## src/design/bld_pkg.sv

```systemverilog
// Shared types, constants and functions of the button debouncer with event queue.
// Depends on nothing; every other design file but assert_macros.svh imports it.
package bld_pkg;

    localparam int PIN_W   = 3;
    localparam int TIME_W  = 32;
    localparam int DEB_W   = 16;
    localparam int EVT_W   = 2;
    localparam int QCNT_W  = 5;

    localparam logic [DEB_W-1:0] DEBOUNCE_RESET = 16'd20;

    localparam logic [EVT_W-1:0] EVT_NONE     = 2'd0;
    localparam logic [EVT_W-1:0] EVT_PAGE     = 2'd1;
    localparam logic [EVT_W-1:0] EVT_TRIGGER0 = 2'd2;
    localparam logic [EVT_W-1:0] EVT_TRIGGER1 = 2'd3;

    typedef logic [EVT_W-1:0] evt_code_t;

    typedef struct packed {
        evt_code_t          event_code;
        logic [QCNT_W-1:0]  queued_count;
    } fifo_res_t;

    // Event code of a button: its index plus one, kept to two bits.
    function automatic evt_code_t bld_code(input int unsigned idx);
        logic [31:0] sum;
        begin
            sum = 32'(idx) + 32'd1;
            return sum[EVT_W-1:0];
        end
    endfunction

endpackage

```

## src/design/bld_if.sv

```systemverilog
// Valid/ready channel interfaces for input items and result words.
// Depends on bld_pkg for the field widths.
interface bld_in_if
    import bld_pkg::*;
();
    logic                valid;
    logic                ready;
    logic [PIN_W-1:0]    rising_edges;
    logic [PIN_W-1:0]    pin_levels;
    logic [TIME_W-1:0]   now_ms;
    logic                pop_request;

    modport source (output valid, output rising_edges, output pin_levels,
                    output now_ms, output pop_request, input ready);
    modport sink   (input valid, input rising_edges, input pin_levels,
                    input now_ms, input pop_request, output ready);
endinterface

interface bld_out_if
    import bld_pkg::*;
();
    logic                valid;
    logic                ready;
    logic [EVT_W-1:0]    event_code;
    logic [QCNT_W-1:0]   queued_count;

    modport source (output valid, output event_code, output queued_count, input ready);
    modport sink   (input valid, input event_code, input queued_count, output ready);
endinterface

```

## src/design/bld_lane.sv

```systemverilog
// One button lane: lockout flag, last-high timestamp and debounce compare.
// Depends on bld_pkg.
module bld_lane
    import bld_pkg::*;
(
    input  logic               clk,
    input  logic               rst_n,
    input  logic               en,
    input  logic               rise,
    input  logic               pin,
    input  logic [TIME_W-1:0]  now_ms,
    input  logic [DEB_W-1:0]   debounce_ms,
    output logic               push_req
);

    logic               armed_reg;
    logic               armed_next;
    logic [TIME_W-1:0]  last_high_reg;
    logic [TIME_W-1:0]  last_high_next;
    logic [TIME_W-1:0]  elapsed;
    logic               armed_mid;

    assign push_req = rise & armed_reg;
    assign elapsed  = now_ms - last_high_reg;

    always_comb
    begin
        armed_mid      = armed_reg & ~rise;
        armed_next     = armed_mid;
        last_high_next = last_high_reg;
        if (!armed_mid)
        begin
            if (pin)
            begin
                last_high_next = now_ms;
            end
            else if (elapsed >= TIME_W'(debounce_ms))
            begin
                armed_next = 1'b1;
            end
        end
    end

    always_ff @(posedge clk or negedge rst_n)
    begin
        if (!rst_n)
        begin
            armed_reg     <= 1'b1;
            last_high_reg <= '0;
        end
        else if (en)
        begin
            armed_reg     <= armed_next;
            last_high_reg <= last_high_next;
        end
    end

endmodule

```

## src/design/bld_fifo.sv

```systemverilog
// Merging stage: event queue that takes the pushes of all lanes together, as far as there is room, and pops one word.
// Depends on bld_pkg.
module bld_fifo
    import bld_pkg::*;
#(
    parameter int DEPTH = 16,
    parameter int LANES = 3
)
(
    input  logic              clk,
    input  logic              rst_n,
    input  logic              en,
    input  logic [LANES-1:0]  push_req,
    input  logic              pop,
    output fifo_res_t         res
);

    localparam int IW = $clog2(DEPTH);
    localparam int CW = $clog2(DEPTH + 1);
    localparam int SW = CW + 4;

    evt_code_t          store_reg [DEPTH];
    logic [CW-1:0]      count_reg;
    logic [CW-1:0]      count_next;
    logic [IW-1:0]      wr_idx_reg;
    logic [IW-1:0]      wr_idx_next;
    logic [IW-1:0]      rd_idx_reg;
    logic [IW-1:0]      rd_idx_next;

    logic [LANES-1:0]   acc;
    logic [IW-1:0]      slot [LANES];
    logic [SW-1:0]      rank;
    logic [SW-1:0]      taken;
    logic [SW-1:0]      pos;
    logic [SW-1:0]      total;
    logic [SW-1:0]      wr_sum;
    logic               pop_ok;
    evt_code_t          first_code;
    evt_code_t          code;

    always_comb
    begin
        rank       = '0;
        taken      = '0;
        first_code = EVT_NONE;
        for (int i = 0; i < LANES; i++)
        begin
            acc[i]  = 1'b0;
            slot[i] = '0;
            pos     = '0;
            if (push_req[i])
            begin
                if ((SW'(count_reg) + rank) < SW'(DEPTH))
                begin
                    acc[i] = 1'b1;
                    pos    = SW'(wr_idx_reg) + rank;
                    if (pos >= SW'(DEPTH))
                    begin
                        pos = pos - SW'(DEPTH);
                    end
                    slot[i] = pos[IW-1:0];
                    if (taken == '0)
                    begin
                        first_code = bld_code(i);
                    end
                    taken = taken + 1'b1;
                end
                rank = rank + 1'b1;
            end
        end

        total  = SW'(count_reg) + taken;
        pop_ok = pop && (total != '0);

        if (!pop_ok)
        begin
            code = EVT_NONE;
        end
        else if (count_reg != '0)
        begin
            code = store_reg[rd_idx_reg];
        end
        else
        begin
            code = first_code;
        end

        count_next = CW'(total - SW'(pop_ok));

        wr_sum = SW'(wr_idx_reg) + taken;
        if (wr_sum >= SW'(DEPTH))
        begin
            wr_sum = wr_sum - SW'(DEPTH);
        end
        wr_idx_next = wr_sum[IW-1:0];

        if (!pop_ok)
        begin
            rd_idx_next = rd_idx_reg;
        end
        else if (rd_idx_reg == IW'(DEPTH - 1))
        begin
            rd_idx_next = '0;
        end
        else
        begin
            rd_idx_next = rd_idx_reg + 1'b1;
        end
    end

    assign res.event_code   = code;
    assign res.queued_count = QCNT_W'(count_next);

    always_ff @(posedge clk)
    begin
        for (int i = 0; i < LANES; i++)
        begin
            if (en && acc[i])
            begin
                store_reg[slot[i]] <= bld_code(i);
            end
        end
    end

    always_ff @(posedge clk or negedge rst_n)
    begin
        if (!rst_n)
        begin
            count_reg  <= '0;
            wr_idx_reg <= '0;
            rd_idx_reg <= '0;
        end
        else if (en)
        begin
            count_reg  <= count_next;
            wr_idx_reg <= wr_idx_next;
            rd_idx_reg <= rd_idx_next;
        end
    end

endmodule

```

## src/design/button_lockout_debounce_event_fifo.sv

```systemverilog
// Lockout debouncer for BUTTON_COUNT buttons with a FIFO_DEPTH-entry queue of press events.
// Each accepted item updates every button lane and the queue together and yields one
// result word, registered in the output register; the block takes one item per
// clock for as long as the result side keeps up, and stalls only while a result waits.
// The first press of an armed button queues its code (1, 2, 3 for buttons 0, 1, 2), pushes
// into a full queue are dropped, and a button re-arms once its pin has been low for
// debounce_ms milliseconds. Write debounce_ms only while no item is in flight.
// Depends on bld_pkg, bld_if, bld_lane and bld_fifo.
module button_lockout_debounce_event_fifo
    import bld_pkg::*;
#(
    parameter int FIFO_DEPTH   = 16,
    parameter int BUTTON_COUNT = 3
)
(
    input  logic               clk,
    input  logic               rst_n,
    input  logic               cfg_we,
    input  logic [DEB_W-1:0]   cfg_wdata,
    bld_in_if.sink             item,
    bld_out_if.source          result
);

    logic [DEB_W-1:0]         debounce_reg;
    logic                     accept;
    logic [BUTTON_COUNT-1:0]  push_req;
    fifo_res_t                fifo_res;
    logic                     valid_reg;
    logic                     valid_next;
    evt_code_t                code_reg;
    logic [QCNT_W-1:0]        count_reg;

    assign item.ready = ~valid_reg | result.ready;
    assign accept     = item.valid & item.ready;
    assign valid_next = accept | (valid_reg & ~result.ready);

    always_ff @(posedge clk or negedge rst_n)
    begin
        if (!rst_n)
        begin
            debounce_reg <= DEBOUNCE_RESET;
        end
        else if (cfg_we)
        begin
            debounce_reg <= cfg_wdata;
        end
    end

    for (genvar g = 0; g < BUTTON_COUNT; g++)
    begin : g_lane
        logic rise;
        logic pin;

        if (g < PIN_W)
        begin : g_pin
            assign rise = item.rising_edges[g];
            assign pin  = item.pin_levels[g];
        end
        else
        begin : g_nopin
            assign rise = 1'b0;
            assign pin  = 1'b0;
        end

        bld_lane u_lane (
            .clk         (clk),
            .rst_n       (rst_n),
            .en          (accept),
            .rise        (rise),
            .pin         (pin),
            .now_ms      (item.now_ms),
            .debounce_ms (debounce_reg),
            .push_req    (push_req[g])
        );
    end

    bld_fifo #(
        .DEPTH (FIFO_DEPTH),
        .LANES (BUTTON_COUNT)
    ) u_fifo (
        .clk      (clk),
        .rst_n    (rst_n),
        .en       (accept),
        .push_req (push_req),
        .pop      (item.pop_request),
        .res      (fifo_res)
    );

    always_ff @(posedge clk or negedge rst_n)
    begin
        if (!rst_n)
        begin
            valid_reg <= 1'b0;
        end
        else
        begin
            valid_reg <= valid_next;
        end
    end

    always_ff @(posedge clk)
    begin
        if (accept)
        begin
            code_reg  <= fifo_res.event_code;
            count_reg <= fifo_res.queued_count;
        end
    end

    assign result.valid        = valid_reg;
    assign result.event_code   = code_reg;
    assign result.queued_count = count_reg;

endmodule

```

## src/flat_wrapper.sv

```systemverilog
// flat-port wrapper written by rule: the top's interface ports become plain ports
module button_lockout_debounce_event_fifo_flat import bld_pkg::*;
#(
    parameter int FIFO_DEPTH   = 16,
    parameter int BUTTON_COUNT = 3
)
  (clk, rst_n, cfg_we, cfg_wdata, item_valid, item_rising_edges, item_pin_levels, item_now_ms, item_pop_request, item_ready, result_valid, result_event_code, result_queued_count, result_ready);
  bld_in_if item_i ();
  bld_out_if result_i ();
  input  logic clk;
  input  logic rst_n;
  input  logic cfg_we;
  input  logic [DEB_W-1:0] cfg_wdata;
  input wire logic [$bits(item_i.valid)-1:0] item_valid;
  input wire logic [$bits(item_i.rising_edges)-1:0] item_rising_edges;
  input wire logic [$bits(item_i.pin_levels)-1:0] item_pin_levels;
  input wire logic [$bits(item_i.now_ms)-1:0] item_now_ms;
  input wire logic [$bits(item_i.pop_request)-1:0] item_pop_request;
  output wire logic [$bits(item_i.ready)-1:0] item_ready;
  output wire logic [$bits(result_i.valid)-1:0] result_valid;
  output wire logic [$bits(result_i.event_code)-1:0] result_event_code;
  output wire logic [$bits(result_i.queued_count)-1:0] result_queued_count;
  input wire logic [$bits(result_i.ready)-1:0] result_ready;
  assign item_i.valid = item_valid;
  assign item_i.rising_edges = item_rising_edges;
  assign item_i.pin_levels = item_pin_levels;
  assign item_i.now_ms = item_now_ms;
  assign item_i.pop_request = item_pop_request;
  assign item_ready = item_i.ready;
  assign result_valid = result_i.valid;
  assign result_event_code = result_i.event_code;
  assign result_queued_count = result_i.queued_count;
  assign result_i.ready = result_ready;
  button_lockout_debounce_event_fifo #(.FIFO_DEPTH(FIFO_DEPTH), .BUTTON_COUNT(BUTTON_COUNT)) u_core (.clk(clk), .rst_n(rst_n), .cfg_we(cfg_we), .cfg_wdata(cfg_wdata), .item(item_i), .result(result_i));
endmodule
```

## config.mk

```make
export PLATFORM = sky130hd
export DESIGN_NAME = button_lockout_debounce_event_fifo_flat
export DESIGN_NICKNAME = d
export VERILOG_FILES = /design/src/design/bld_pkg.sv /design/src/design/bld_if.sv /design/src/design/bld_lane.sv /design/src/design/bld_fifo.sv /design/src/design/button_lockout_debounce_event_fifo.sv /design/src/flat_wrapper.sv
export SDC_FILE = /design/constraint.sdc
export NUM_CORES = 1
export LEC_CHECK = 0
export BUFFER_PORTS_ARGS = -buffer_cell sky130_fd_sc_hd__buf_2
export CAP_MARGIN = 20
export CORE_ASPECT_RATIO = 2
export CORE_UTILIZATION = 30
export CTS_CLUSTER_SIZE = 16
export DETAILED_ROUTE_END_ITERATION = 7
export HOLD_SLACK_MARGIN = 0.02
export PLACE_DENSITY = 0.43
export SYNTH_ARGS = -nofsm -noshare
export SYNTH_HDL_FRONTEND = slang
export SYNTH_SLANG_ARGS = --single-unit
```

## constraint.sdc

```tcl
create_clock -name clk -period 6.8 [get_ports clk]
set_clock_uncertainty 0.15 [all_clocks]
set_input_delay 0 -clock clk [delete_from_list [all_inputs] [get_ports clk]]
set_output_delay 0 -clock clk [all_outputs]
set_load 0.05 [all_outputs]
```

=== Word level (Yosys, flattened, before mapping) ===
Memory sizes are Yosys's and may differ from the RTL's.
Cells that the tools add are included.

* Add/subtract/negate cells: 18
* Reductions and logical operators: 12
* Magnitude comparators: 10
* Equality and inequality tests: 1
* Multiplexer cells: 49
* Bitwise gates (word level): 18

{| class="wikitable"
|+ Operators by type and width
! kind !! count
|-
| greater-or-equal comparator 32 x 16 -> 1 bit || 3
|-
| subtractor 32 bit || 3
|-
| 2-to-1 mux 9 bit || 5
|-
| 2-to-1 mux 4 bit || 11
|-
| adder 5 x 9 -> 9 bit || 3
|-
| adder 9 x 1 -> 9 bit, second input constant || 3
|-
| 2-to-1 mux 1 bit || 26
|-
| adder 4 x 9 -> 9 bit || 2
|-
| greater-or-equal comparator 9 x 5 -> 1 bit, second input constant || 2
|-
| logical NOT 9 bit || 2
|-
| < comparator 9 x 5 -> 1 bit, second input constant || 2
|-
| subtractor 4 x 1 -> 4 bit, second input constant || 4
|-
| 2-to-1 mux 2 bit || 7
|-
| AND reduction 3 bit || 3
|-
| nonzero test 9 bit || 1
|-
| bitwise AND 1 bit || 8
|-
| inverter 1 bit || 8
|-
| adder 4 x 1 -> 5 bit || 1
|-
| greater-or-equal comparator 4 x 5 -> 1 bit, second input constant || 1
|-
| greater-or-equal comparator 5 bit, second input constant || 1
|-
| < comparator 5 bit, second input constant || 1
|-
| nonzero test 5 bit || 1
|-
| subtractor 5 x 1 -> 5 bit || 1
|-
| adder 4 x 1 -> 4 bit, second input constant || 1
|-
| other kinds (4) || 8
|}

* RAM bits: 32
* Output and inout port bits: 9
* Register bits: 136
* Input port bits: 60
* Word-level logic and storage cells: 122
* Memories kept: 1

{| class="wikitable"
|+ Memory list
! memory !! depth !! bits a word !! rd ports !! clocked after Yosys merged registers in !! wr ports !! line !! RTL
|-
| u_core.u_fifo.store_reg || 16 || 2 || 1 || 0 || 3 || bld_fifo.sv:22 || <nowiki>evt_code_t store_reg [DEPTH];</nowiki>
|}

=== Depth between registers and ports, before layout ===
Gate-level depths: netlist of run 1.

* Depth in word-level cells: 13
* Depth in mapped cells: 23

=== Hierarchy ===
From an unflattened synthesis of run 1, not the netlist that was laid out.

* Cells, all modules: 1688
* Area, all modules: 14956.8 µm²

{| class="wikitable"
|+ By module, submodules not included
! module !! sequential area each (µm²) !! cells an instance !! area each (µm²) !! times used
|-
| bld_lane (u_core.g_lane[1].u_lane ...) || 827.0 || 433 || 3677.3 || 2
|-
| bld_lane (u_core.g_lane[0].u_lane) || 827.0 || 446 || 3699.8 || 1
|-
| bld_fifo || 965.9 || 331 || 2996.6 || 1
|-
| button_lockout_debounce_event_fifo || 638.1 || 45 || 905.9 || 1
|}

=== Least setup slack after synthesis of run 1 ===
OpenSTA, ideal clock, no wires.

* Path kind: register -> register
* From: reg u_core.u_fifo.count_reg[2]
* To: reg u_core.count_reg[2] (netlist: u_core.result.queued_count[2]) (data pin)
* Path buffers: 1
* Cell stages (with the launch flop): 20
* Path slack: 2.059 ns
* Arrival: 4.321 ns
* Setup time: 0.271 ns
* Cell sequence: dfrtp_1 > clkbuf_1 > and2_1 > a41oi_1 > ha_1 > o21ai_0 > inv_1 > ha_1 > nand2_1 > o21ai_0 > ha_1 > a21oi_1 > nand2_1 > o22a_1 > o41ai_4 > inv_2 > ha_1 > ha_1 > xor2_1 > xnor2_1

{| class="wikitable"
|+ RTL lines
! what !! line !! RTL
|-
| start: declaration || bld_fifo.sv:23 || <nowiki>logic [CW-1:0] count_reg;</nowiki>
|-
| start signal: assignment || bld_fifo.sv:135 || <nowiki>count_reg <= count_next;</nowiki>
|-
| end signal: assignment || button_lockout_debounce_event_fifo.sv:106 || <nowiki>count_reg <= fifo_res.queued_count;</nowiki>
|-
| end: declaration || button_lockout_debounce_event_fifo.sv:31 || <nowiki>logic [QCNT_W-1:0] count_reg;</nowiki>
|}

==> metrics.md, run 1 <==
| Metric | Value |
|---|---|
| Status | `finished clean` |
| EDFF count, synth | `7` |
| Arrival time worst endpoint | `5.30 ns` |
| Post-synthesis adder-cell area fraction | `15.1%` |
| Vias | `12,200` |
| WS Path Type | `flop to flop` |
| Initial antenna violation count | `0` |
| Mean post-synth cell area | `8.68 sq um` |
| Max-Cap Viols | `0` |
| Non-Filler Instances | `2,310` |
| Largest family of logic cells by synthesized area | `compound AO/OA/AOI/OAI gates` |
| Vias/cell | `5.29` |
| Final Wtd Congestion | `0.875` |
| Fin nets | `1,955` |
| Worst Path Max Fanout | `6` |
| Dpl cells | `2,189` |
| Clk buf depth | `2` |
| Fill cells | `4,758` |
| Async SR Flop Fraction | `76.8%` |
| Clock sink count | `168` |
| Syn Inst Count | `1,596` |
| Core Rows | `111` |
| Total Routed Length | `46,900 um` |
| Crit end category | `flop` |
| Fmax | `191 MHz` |
| Library cells used by synthesis | `73` |
| Top FF cell, synth | `dfrtp_1` |
| I/O pin total | `69` |
| Vias in the first global route | `12,600` |
| Mapped Nets | `1,818` |
| Root buffer cell | `clkbuf_16` |
| FF+latch count, synth | `168` |
| Final Max Tran Viols | `0` |
| Number of cells upsized or downsized after cts | `0` |
| N_diodes | `0` |
| Area growth from synthesis to layout | `17.6%` |
| Hold Vio Cnt, Final | `0` |
| Wire per inst | `20.3 um` |
| Starting density of the core | `30.3%` |
| Mapped cell area | `13,900 sq um` |
| Endpoints failing setup | `0` |
| DP HPWL | `37,700 um` |
| DIE AREA | `47,100 sq um` |
| Critical Path RT | `6.85 ns` |
| Final Cycle Share | `77.1%` |
| H-tree depth | `4` |
| Pin count of the biggest net entering global routing | `71` |
| Port bufs | `68` |
| TritonCTS clock tree | `built` |
| Xor and xnor area share after synthesis | `5.49%` |
| Placeable core area | `45,700 sq um` |
| RSZ-0062 raised after global routing | `no` |
| Overall power | `5.61 mW` |
| Clock period minus worst slack | `5.25 ns` |
| Reg clk slew, reported paths | `0.07 ns` |
| First drt pass iteration count | `5` |
| Cell Pwr Density | `344 nW/um^2` |
| Register area share after synthesis | `29.5%` |
| Hold WC Path Type | `input pin to flop` |
| Ys Warns | `0` |
| Worst-margin pin slew | `1.05 ns` |
| VDD IR-drop max | `0.156 mV` |
| Startpoint types | `flop` |
| Share of layout cells above drive strength 1 | `13.8%` |
| DRC | `0` |
| Post-synthesis mux area share | `10.2%` |
| Die Height | `306 um` |
| First-iteration detailed-routing DRC count | `555` |
| Global-route wire length before repair | `72,100 um` |
| DIE WIDTH | `154 um` |
| Clock buffer count from CTS | `17` |
| Remaining antenna violation count | `0` |
| Post-Synth Simple-Gate Area | `14.2%` |
| Total GRT Usage | `20.6%` |
| Slew HR | `29.9%` |
| Compound-Gate Fraction of Synth Area | `20.2%` |
| Worst-skew pair later-pin latency | `0.47 ns` |
| Max FFs per register | `96` |
| GRT Residual Overflow | `0` |
| Setup TNS | `0 ns` |
| Leakage | `7.27 nW` |
## stage by stage
stage	util (%)	hold slack, ns	setup slack [ns]	cell area [sq um]
after floorplan	-	-0.446	2.06	13900
after global placement	32.4	-0.0669	1.58	14800
after detailed placement	32.4	-0.0641	1.54	14800
after CTS	35.6	0.108	1.52	16300
after global routing	35.6	0.153	1.12	16300
final	35.6	0.128	1.55	16300
## metal layers
| layer | vias to the layer above | wire length [um] | track usage, % |
|---|---|---|---|
| met4 | 0 | 2700 | 12.4 |
| met2 | 243 | 27200 | 42.6 |
| met3 | 96 | 961 | 2.06 |
| met5 | - | 0 | 0 |
| li1 | 6012 | - | - |
| met1 | 5863 | 16000 | 18.6 |
## path summary, 6_finish.rpt
check	from	slack, ns	endpoint	cells past startpoint
max in group asynchronous	rst_n	4.60	u_core.g_lane[2].u_lane.last_high_reg[2]$_DFFE_PN0P_	4
min in group asynchronous	rst_n	0.49	u_core.u_fifo.rd_idx_reg[1]$_DFFE_PN0P_	3
worst min register to register	u_core.u_fifo.store_reg[1][1]$_SDFFE_PP1P_	0.32	u_core.u_fifo.store_reg[1][1]$_SDFFE_PP1P_	2
worst max register to register	u_core.g_lane[0].u_lane.armed_reg$_DFFE_PN1P_	1.55	u_core.result.queued_count[2]$_DFFE_PP_	18
worst min-delay path	item_rising_edges[2]	0.13	u_core.u_fifo.wr_idx_reg[2]$_DFFE_PN0P_	6
worst max-delay path	u_core.g_lane[0].u_lane.armed_reg$_DFFE_PN1P_	1.55	u_core.result.queued_count[2]$_DFFE_PP_	18
## where the power goes
part           switching [mW]  internal [mW]  total (mW)
clock network           0.472          0.547        1.02
registers               0.242           1.30        1.54
logic                    1.78           1.27        3.05
total                    2.49           3.11        5.61
## cells by family after synthesis
group	after synthesis
AOI/OAI and AO/OA	450
xor gates and xnor gates	86
adders and majority gates	164
buffers and inverters	194
DFF	168
muxes	116
and+or+nand+nor	418
## worst max-delay path, cell delays in order (launching register included)
cell     delay [ns]
dfstp_2        0.57
and2_1         0.29
a41oi_1        0.27
ha_1           0.34
o21ai_0        0.41
inv_1          0.09
ha_1           0.28
nand2_1        0.05
o21ai_0        0.24
ha_1           0.37
a21oi_1        0.38
nand2_1        0.10
o22a_1         0.21
o41ai_4        0.37
inv_2          0.11
ha_1           0.24
ha_1           0.21
xor2_1         0.15
xnor2_1        0.16
## area by class of cell
| type | instances | area, sq um | share of cell area [%] |
|---|---|---|---|
| repair buffers | 167 | 1320 | 8.07 |
| multi-input cells | 1234 | 9050 | 55.5 |
| clock buffers | 22 | 517 | 3.17 |
| inverters | 145 | 544 | 3.34 |
| flip-flops and latches | 168 | 4090 | 25.1 |
| clock inverters | 9 | 72.6 | 0.446 |
| well taps | 565 | 707 | 4.34 |
## cells in the final DEF (no fill, tap or decap), drive strengths merged, types with 12 or more instances in the layout
| cell | count |
|---|---|
| o21ai | 119 |
| nand4 | 17 |
| nor2b | 15 |
| nand3 | 33 |
| inv | 152 |
| nor2 | 100 |
| a21o | 39 |
| nand2 | 145 |
| xor2 | 37 |
| nand2b | 16 |
| xnor2 | 49 |
| o211ai | 12 |
| mux2 | 97 |
| clkbuf | 22 |
| a21oi | 141 |
| o22ai | 18 |
| a211oi | 16 |
| dfrtp | 124 |
| and3 | 14 |
| ha | 156 |
| dlygate4sd3 | 90 |
| dfxtp | 32 |
| buf | 77 |
| nor3 | 23 |
| a31oi | 17 |
| o21a | 12 |
## synth_stat cells, types with 6 or more instances
| cell | instances | area [sq um] |
|---|---|---|
| o21bai_1 | 8 | 60.1 |
| clkbuf_1 | 46 | 173 |
| and2_1 | 10 | 62.6 |
| a21o_1 | 39 | 293 |
| a21boi_0 | 6 | 45.0 |
| nor2b_1 | 15 | 93.8 |
| nor3_1 | 23 | 115 |
| or3_1 | 9 | 56.3 |
| dfrtp_1 | 124 | 3100 |
| nand2b_1 | 16 | 100 |
| mux2_2 | 96 | 1080 |
| a21oi_1 | 141 | 706 |
| mux2i_1 | 9 | 90.1 |
| nand3_1 | 33 | 165 |
| and3_1 | 14 | 87.6 |
| edfxtp_1 | 7 | 210 |
| xor2_1 | 37 | 324 |
| xnor2_1 | 48 | 420 |
| o22ai_1 | 18 | 113 |
| nand2_1 | 144 | 541 |
| o211ai_1 | 12 | 90.1 |
| o2111ai_1 | 7 | 61.3 |
| nor4_1 | 8 | 50.1 |
| mux4_2 | 10 | 225 |
| o31ai_1 | 9 | 67.6 |
| o21ai_0 | 118 | 591 |
| a2111oi_0 | 8 | 70.1 |
| inv_1 | 144 | 541 |
| fa_1 | 6 | 120 |
| nand4_1 | 17 | 106 |
| dfxtp_1 | 32 | 641 |
| o21a_1 | 12 | 90.1 |
| a31oi_1 | 17 | 106 |
| nor3b_1 | 6 | 45.0 |
| nor2_1 | 100 | 375 |
| ha_1 | 156 | 1950 |
| a211oi_1 | 16 | 120 |
| or2_2 | 8 | 50.1 |
## repair_timing
| action | 4_1_cts | 5_1_grt |
|---|---|---|
| setup buffers | 0 | 0 |
| hold buffers | 90 | 0 |
| hold endpoints to repair | 199 | 0 |
No activity file was read; power rests on OpenSTA's default activity.
==> run 2, diff against run 1 <==
ABC_AREA = 1   (was not set)
clock period = 5 ns   (was 6.8 ns; I/O delays follow)
==> run 2 against run 1 <==
  * Final area increased by 13%
  * First-iteration DRC count increased by 53%
  * Maximum frequency increased by 15%
  * Non-clock buffer count decreased by 1
  * Sequential cell count did not move
  * Wire length grew 34%
  * Power increased by 37%
  * Register-to-register slack lost 1.1 ns
  * Sequential power increased by 29%
  * Setup slack got worse by 1.1 ns
  * Critical path depth is 4 higher
==> metrics.md, run 2 <==
| Metric | Value |
|---|---|
| Status | `finished clean` |
| Dpl cells | `3,247 (+48%)` |
| Fill cells | `5,785 (+22%)` |
| H-tree depth | `4 (unchanged)` |
| Cell breakdown of the critical path | `nand2_2 -> nor4_1 -> nor2_1 -> ha_1 -> o21ai_1 -> inv_1 -> ha_1 -> nand2_1 -> o21ai_0 -> fa_1 -> inv_1 -> nand2_1 -> nand3_1 -> nand2_2 -> nand3_2 -> nand2_1 -> inv_1 -> ha_1 -> ha_1 -> nand3_2 -> or2_1 -> and2_1` |
| DIE WIDTH | `165 um (+6.8%)` |
| Hold WC Path Type | `input pin to flop` |
| FF-to-FF Start | `u_core.g_lane[0].u_lane.armed_reg$_DFFE_PN1P_` |
| Max-Cap Viols | `0 (unchanged)` |
| Endpoints failing setup | `0 (unchanged)` |
| Pin count of the biggest net entering global routing | `65 (-8.5%)` |
| Reg clk slew, reported paths | `0.08 ns (about the same)` |
| Placeable core area | `52,000 sq um (+14%)` |
| Root buffer cell | `clkbuf_16` |
| Syn Inst Count | `2,539 (+59%)` |
| Vias/cell | `4.73 (-11%)` |
| Arrival time worst endpoint | `4.65 ns (-0.65 ns)` |
| Final Max Tran Viols | `0 (unchanged)` |
| VDD IR-drop max | `0.279 mV (+78%)` |
| Startpoint types | `flop` |
| FF+latch count, synth | `168 (unchanged)` |
| Post-synthesis adder-cell area fraction | `13.1% (-2.0 points)` |
| Register area share after synthesis | `25.8% (-3.7 points)` |
| R2R Path End | `u_core.result.queued_count[4]$_DFFE_PP_` |
| Ys Warns | `0 (unchanged)` |
| Fmax | `218 MHz (+15%)` |
| Mean post-synth cell area | `6.24 sq um (-28%)` |
| Remaining antenna violation count | `0 (unchanged)` |
| Xor and xnor area share after synthesis | `3.15% (-2.3 points)` |
| Die Height | `327 um (+6.9%)` |
| Port bufs | `68 (unchanged)` |
| Library cells used by synthesis | `50 (-32%)` |
| Post-Place Cell Area | `17,000 sq um (+15%)` |
| Leading area contributor after synthesis | `nand2_1` |
| Beginning of the critical path | `u_core.g_lane[0].u_lane.armed_reg$_DFFE_PN1P_` |
| Post-CTS Setup Repair Bufs | `0 (unchanged)` |
| Final Wtd Congestion | `0.929 (+6.2%)` |
| First-iteration detailed-routing DRC count | `849 (+53%)` |
| N_diodes | `0 (unchanged)` |
| EDFF count, synth | `7 (unchanged)` |
| Leakage | `10.1 nW (+39%)` |
| GRT Residual Overflow | `0 (unchanged)` |
| Post-synthesis mux area share | `0.0711% (-10 points)` |
| Place WS | `0.240 ns (-1.30 ns)` |
| Starting density of the core | `30.5% (+0.17 points)` |
| CP top delay family | `simple AND/OR/NAND/NOR gates` |
| Final Cycle Share | `91.6% (+14 points)` |
| Post-Synth Simple-Gate Area | `33.6% (+19 points)` |
| Setup crit end | `u_core.result.queued_count[4]$_DFFE_PP_` |
| Wire per inst | `18.7 um (-8.0%)` |
| I/O pin total | `69 (unchanged)` |
| Slew HR | `37.6% (+7.6 points)` |
| Vias | `15,900 (+30%)` |
| Most used cells in the layout excluding fill and tap cells | `nand2_1, inv_1, nor2_1` |
| Total GRT Usage | `24.1% (+3.5 points)` |
| TritonCTS clock tree | `built` |
| Compound-Gate Fraction of Synth Area | `11.8% (-8.4 points)` |
| Top cell type's share of synthesized area | `19.9% (-2.5 points)` |
| Worst setup margin | `0.422 ns (-1.13 ns)` |
| Total Routed Length | `62,800 um (+34%)` |
| Worst Path Max Fanout | `6 (unchanged)` |
| Synth top area cells | `nand2_1, dfrtp_1, ha_1` |
| Fin nets | `2,917 (+49%)` |
| Clock buffer count from CTS | `17 (unchanged)` |
| Leading cell type in the layout, fill and taps excluded | `nand2_1` |
| Worst path slowest cell | `dfstp_2` |
| DRC | `0 (unchanged)` |
| Clk buf depth | `2 (unchanged)` |
| Crit end category | `flop` |
| Critical path buffers and inverters | `3 (+1)` |
| Area growth from synthesis to layout | `16.6%` |
| CP Depth | `22 (+4)` |
| Critical Path RT | `5.07 ns (-1.78 ns)` |
| Vias in the first global route | `16,100 (+28%)` |
| Setup TNS | `0 ns (unchanged)` |
| Worst r2r path cells | `22 (+4)` |
| Final Instance Area | `18,500 sq um (+13%)` |
| Max FFs per register | `96 (unchanged)` |
| Async SR Flop Fraction | `76.8% (unchanged)` |
| DIE AREA | `53,800 sq um (+14%)` |
| RSZ-0062 raised after global routing | `no` |
| Share of layout cells above drive strength 1 | `6.02% (-7.7 points)` |
| Hold Vio Cnt, Final | `0 (unchanged)` |
| Non-Filler Instances | `3,368 (+46%)` |
| Crit-path most repeated cell | `ha_1` |
| Global-route wire length before repair | `94,800 um (+31%)` |
| Mapped cell area | `15,800 sq um (+14%)` |
| DP HPWL | `53,300 um (+41%)` |
| Cell Pwr Density | `417 nW/um^2 (+21%)` |
| Clock sink count | `168 (unchanged)` |
| First drt pass iteration count | `5 (unchanged)` |
| Top-count cell post-synth | `nand2_1` |
| Worst-skew pair later-pin latency | `0.46 ns (about the same)` |
| WS Path Type | `flop to flop` |
| Worst-margin pin slew | `0.928 ns (-0.121 ns)` |
| Top cells by count, synth | `nand2_1, inv_1, nor2_1` |
| Mapped Nets | `2,761 (+52%)` |
| Top FF cell, synth | `dfrtp_1` |
| Crit path largest cell delay | `0.55 ns (-0.02 ns)` |
| FF-to-FF setup slack | `0.42 ns (-1.13 ns)` |
| Initial antenna violation count | `1 (+1)` |
| Core Rows | `118 (+6.3%)` |
| Largest family of logic cells by synthesized area | `simple AND/OR/NAND/NOR gates` |
| Clock period minus worst slack | `4.58 ns (-0.668 ns)` |
run 2: cell types whose count changed in the layout (fill, tap and decap cells not counted), sizes merged, moves of 37 or more:
cell   change
mux2      -96
nand2    +709
o21ai     +69
a21o      -37
inv      +350
xnor2     -46
nor2     +102
nand3     +93
run 2: layer usage:
layer  global-route usage (%)  vias up  part of all wire (%)
li1                         -     8283                     -
met1                     22.9     7188                    35
met2                     47.7      322                    55
met3                     2.09      133                   2.3
met4                     15.7        2                   7.2
met5                        0        -                 0.016
run 2: worst min-delay path: cells and delay by family:
kind	cells	cell delay, ns
AND/OR/NAND/NOR	4	0.32
buffers and inverters	3	0.31
run 2: per-stage QoR:
step	total power [mW]	utilization, %	hold WS, ns
floorplan	4.98	-	-0.446
global placement	6.26	32.7	-0.236
detailed placement	6.29	32.7	-0.232
CTS	7.80	35.5	0.0442
global route	8.48	35.5	0.0866
finish	7.70	35.5	0.0340
run 2: logic make-up after synthesis:
family	Yosys count
xor gates and xnor gates	57
muxes	1
buffers and inverters	525
adders and majority gates	162
and+or+nand+nor	1280
AOI/OAI and AO/OA	346
DFF	168
run 2: worst min path at each step:
stage | start | to | slack [ns] | cells after the start
after floorplan | rst_n | u_core.debounce_reg[0]$_DFFE_PN0P_ | -0.45 | 0
after global placement | rst_n | u_core.debounce_reg[8]$_DFFE_PN0P_ | -0.24 | 1
after detailed placement | rst_n | u_core.debounce_reg[8]$_DFFE_PN0P_ | -0.23 | 1
after CTS | result_ready | u_core.g_lane[2].u_lane.armed_reg$_DFFE_PN1P_ | 0.04 | 7
after global routing | item_now_ms[7] | u_core.g_lane[2].u_lane.last_high_reg[7]$_DFFE_PN0P_ | 0.09 | 3
final | result_ready | u_core.g_lane[2].u_lane.armed_reg$_DFFE_PN1P_ | 0.03 | 7
run 2: area by class of cell:
class / count / area [sq um] / share of cell area (%)
clock buffer: 18 / 429 / 2.32
timing repair buffer: 166 / 1320 / 7.12
multi-input combinational: 1846 / 9800 / 53.0
sequential: 168 / 4090 / 22.1
tap: 660 / 826 / 4.47
inverter: 496 / 1860 / 10.1
clock inverter: 14 / 159 / 0.860
run 2: power breakdown:
group	internal, mW	switching [mW]	leakage, nW
Clock	0.712	0.691	0.283
Combinational	1.48	2.83	7.87
Sequential	1.72	0.270	1.92
Total	3.91	3.79	10.1
run 2: timing repair:
| item | in CTS | in global routing |
|---|---|---|
| hold buffers | 89 | 0 |
| endpoints found under the hold margin | 248 | 0 |
| setup endpoints to repair | 0 | 1 |
| resized for setup | 0 | 2 |
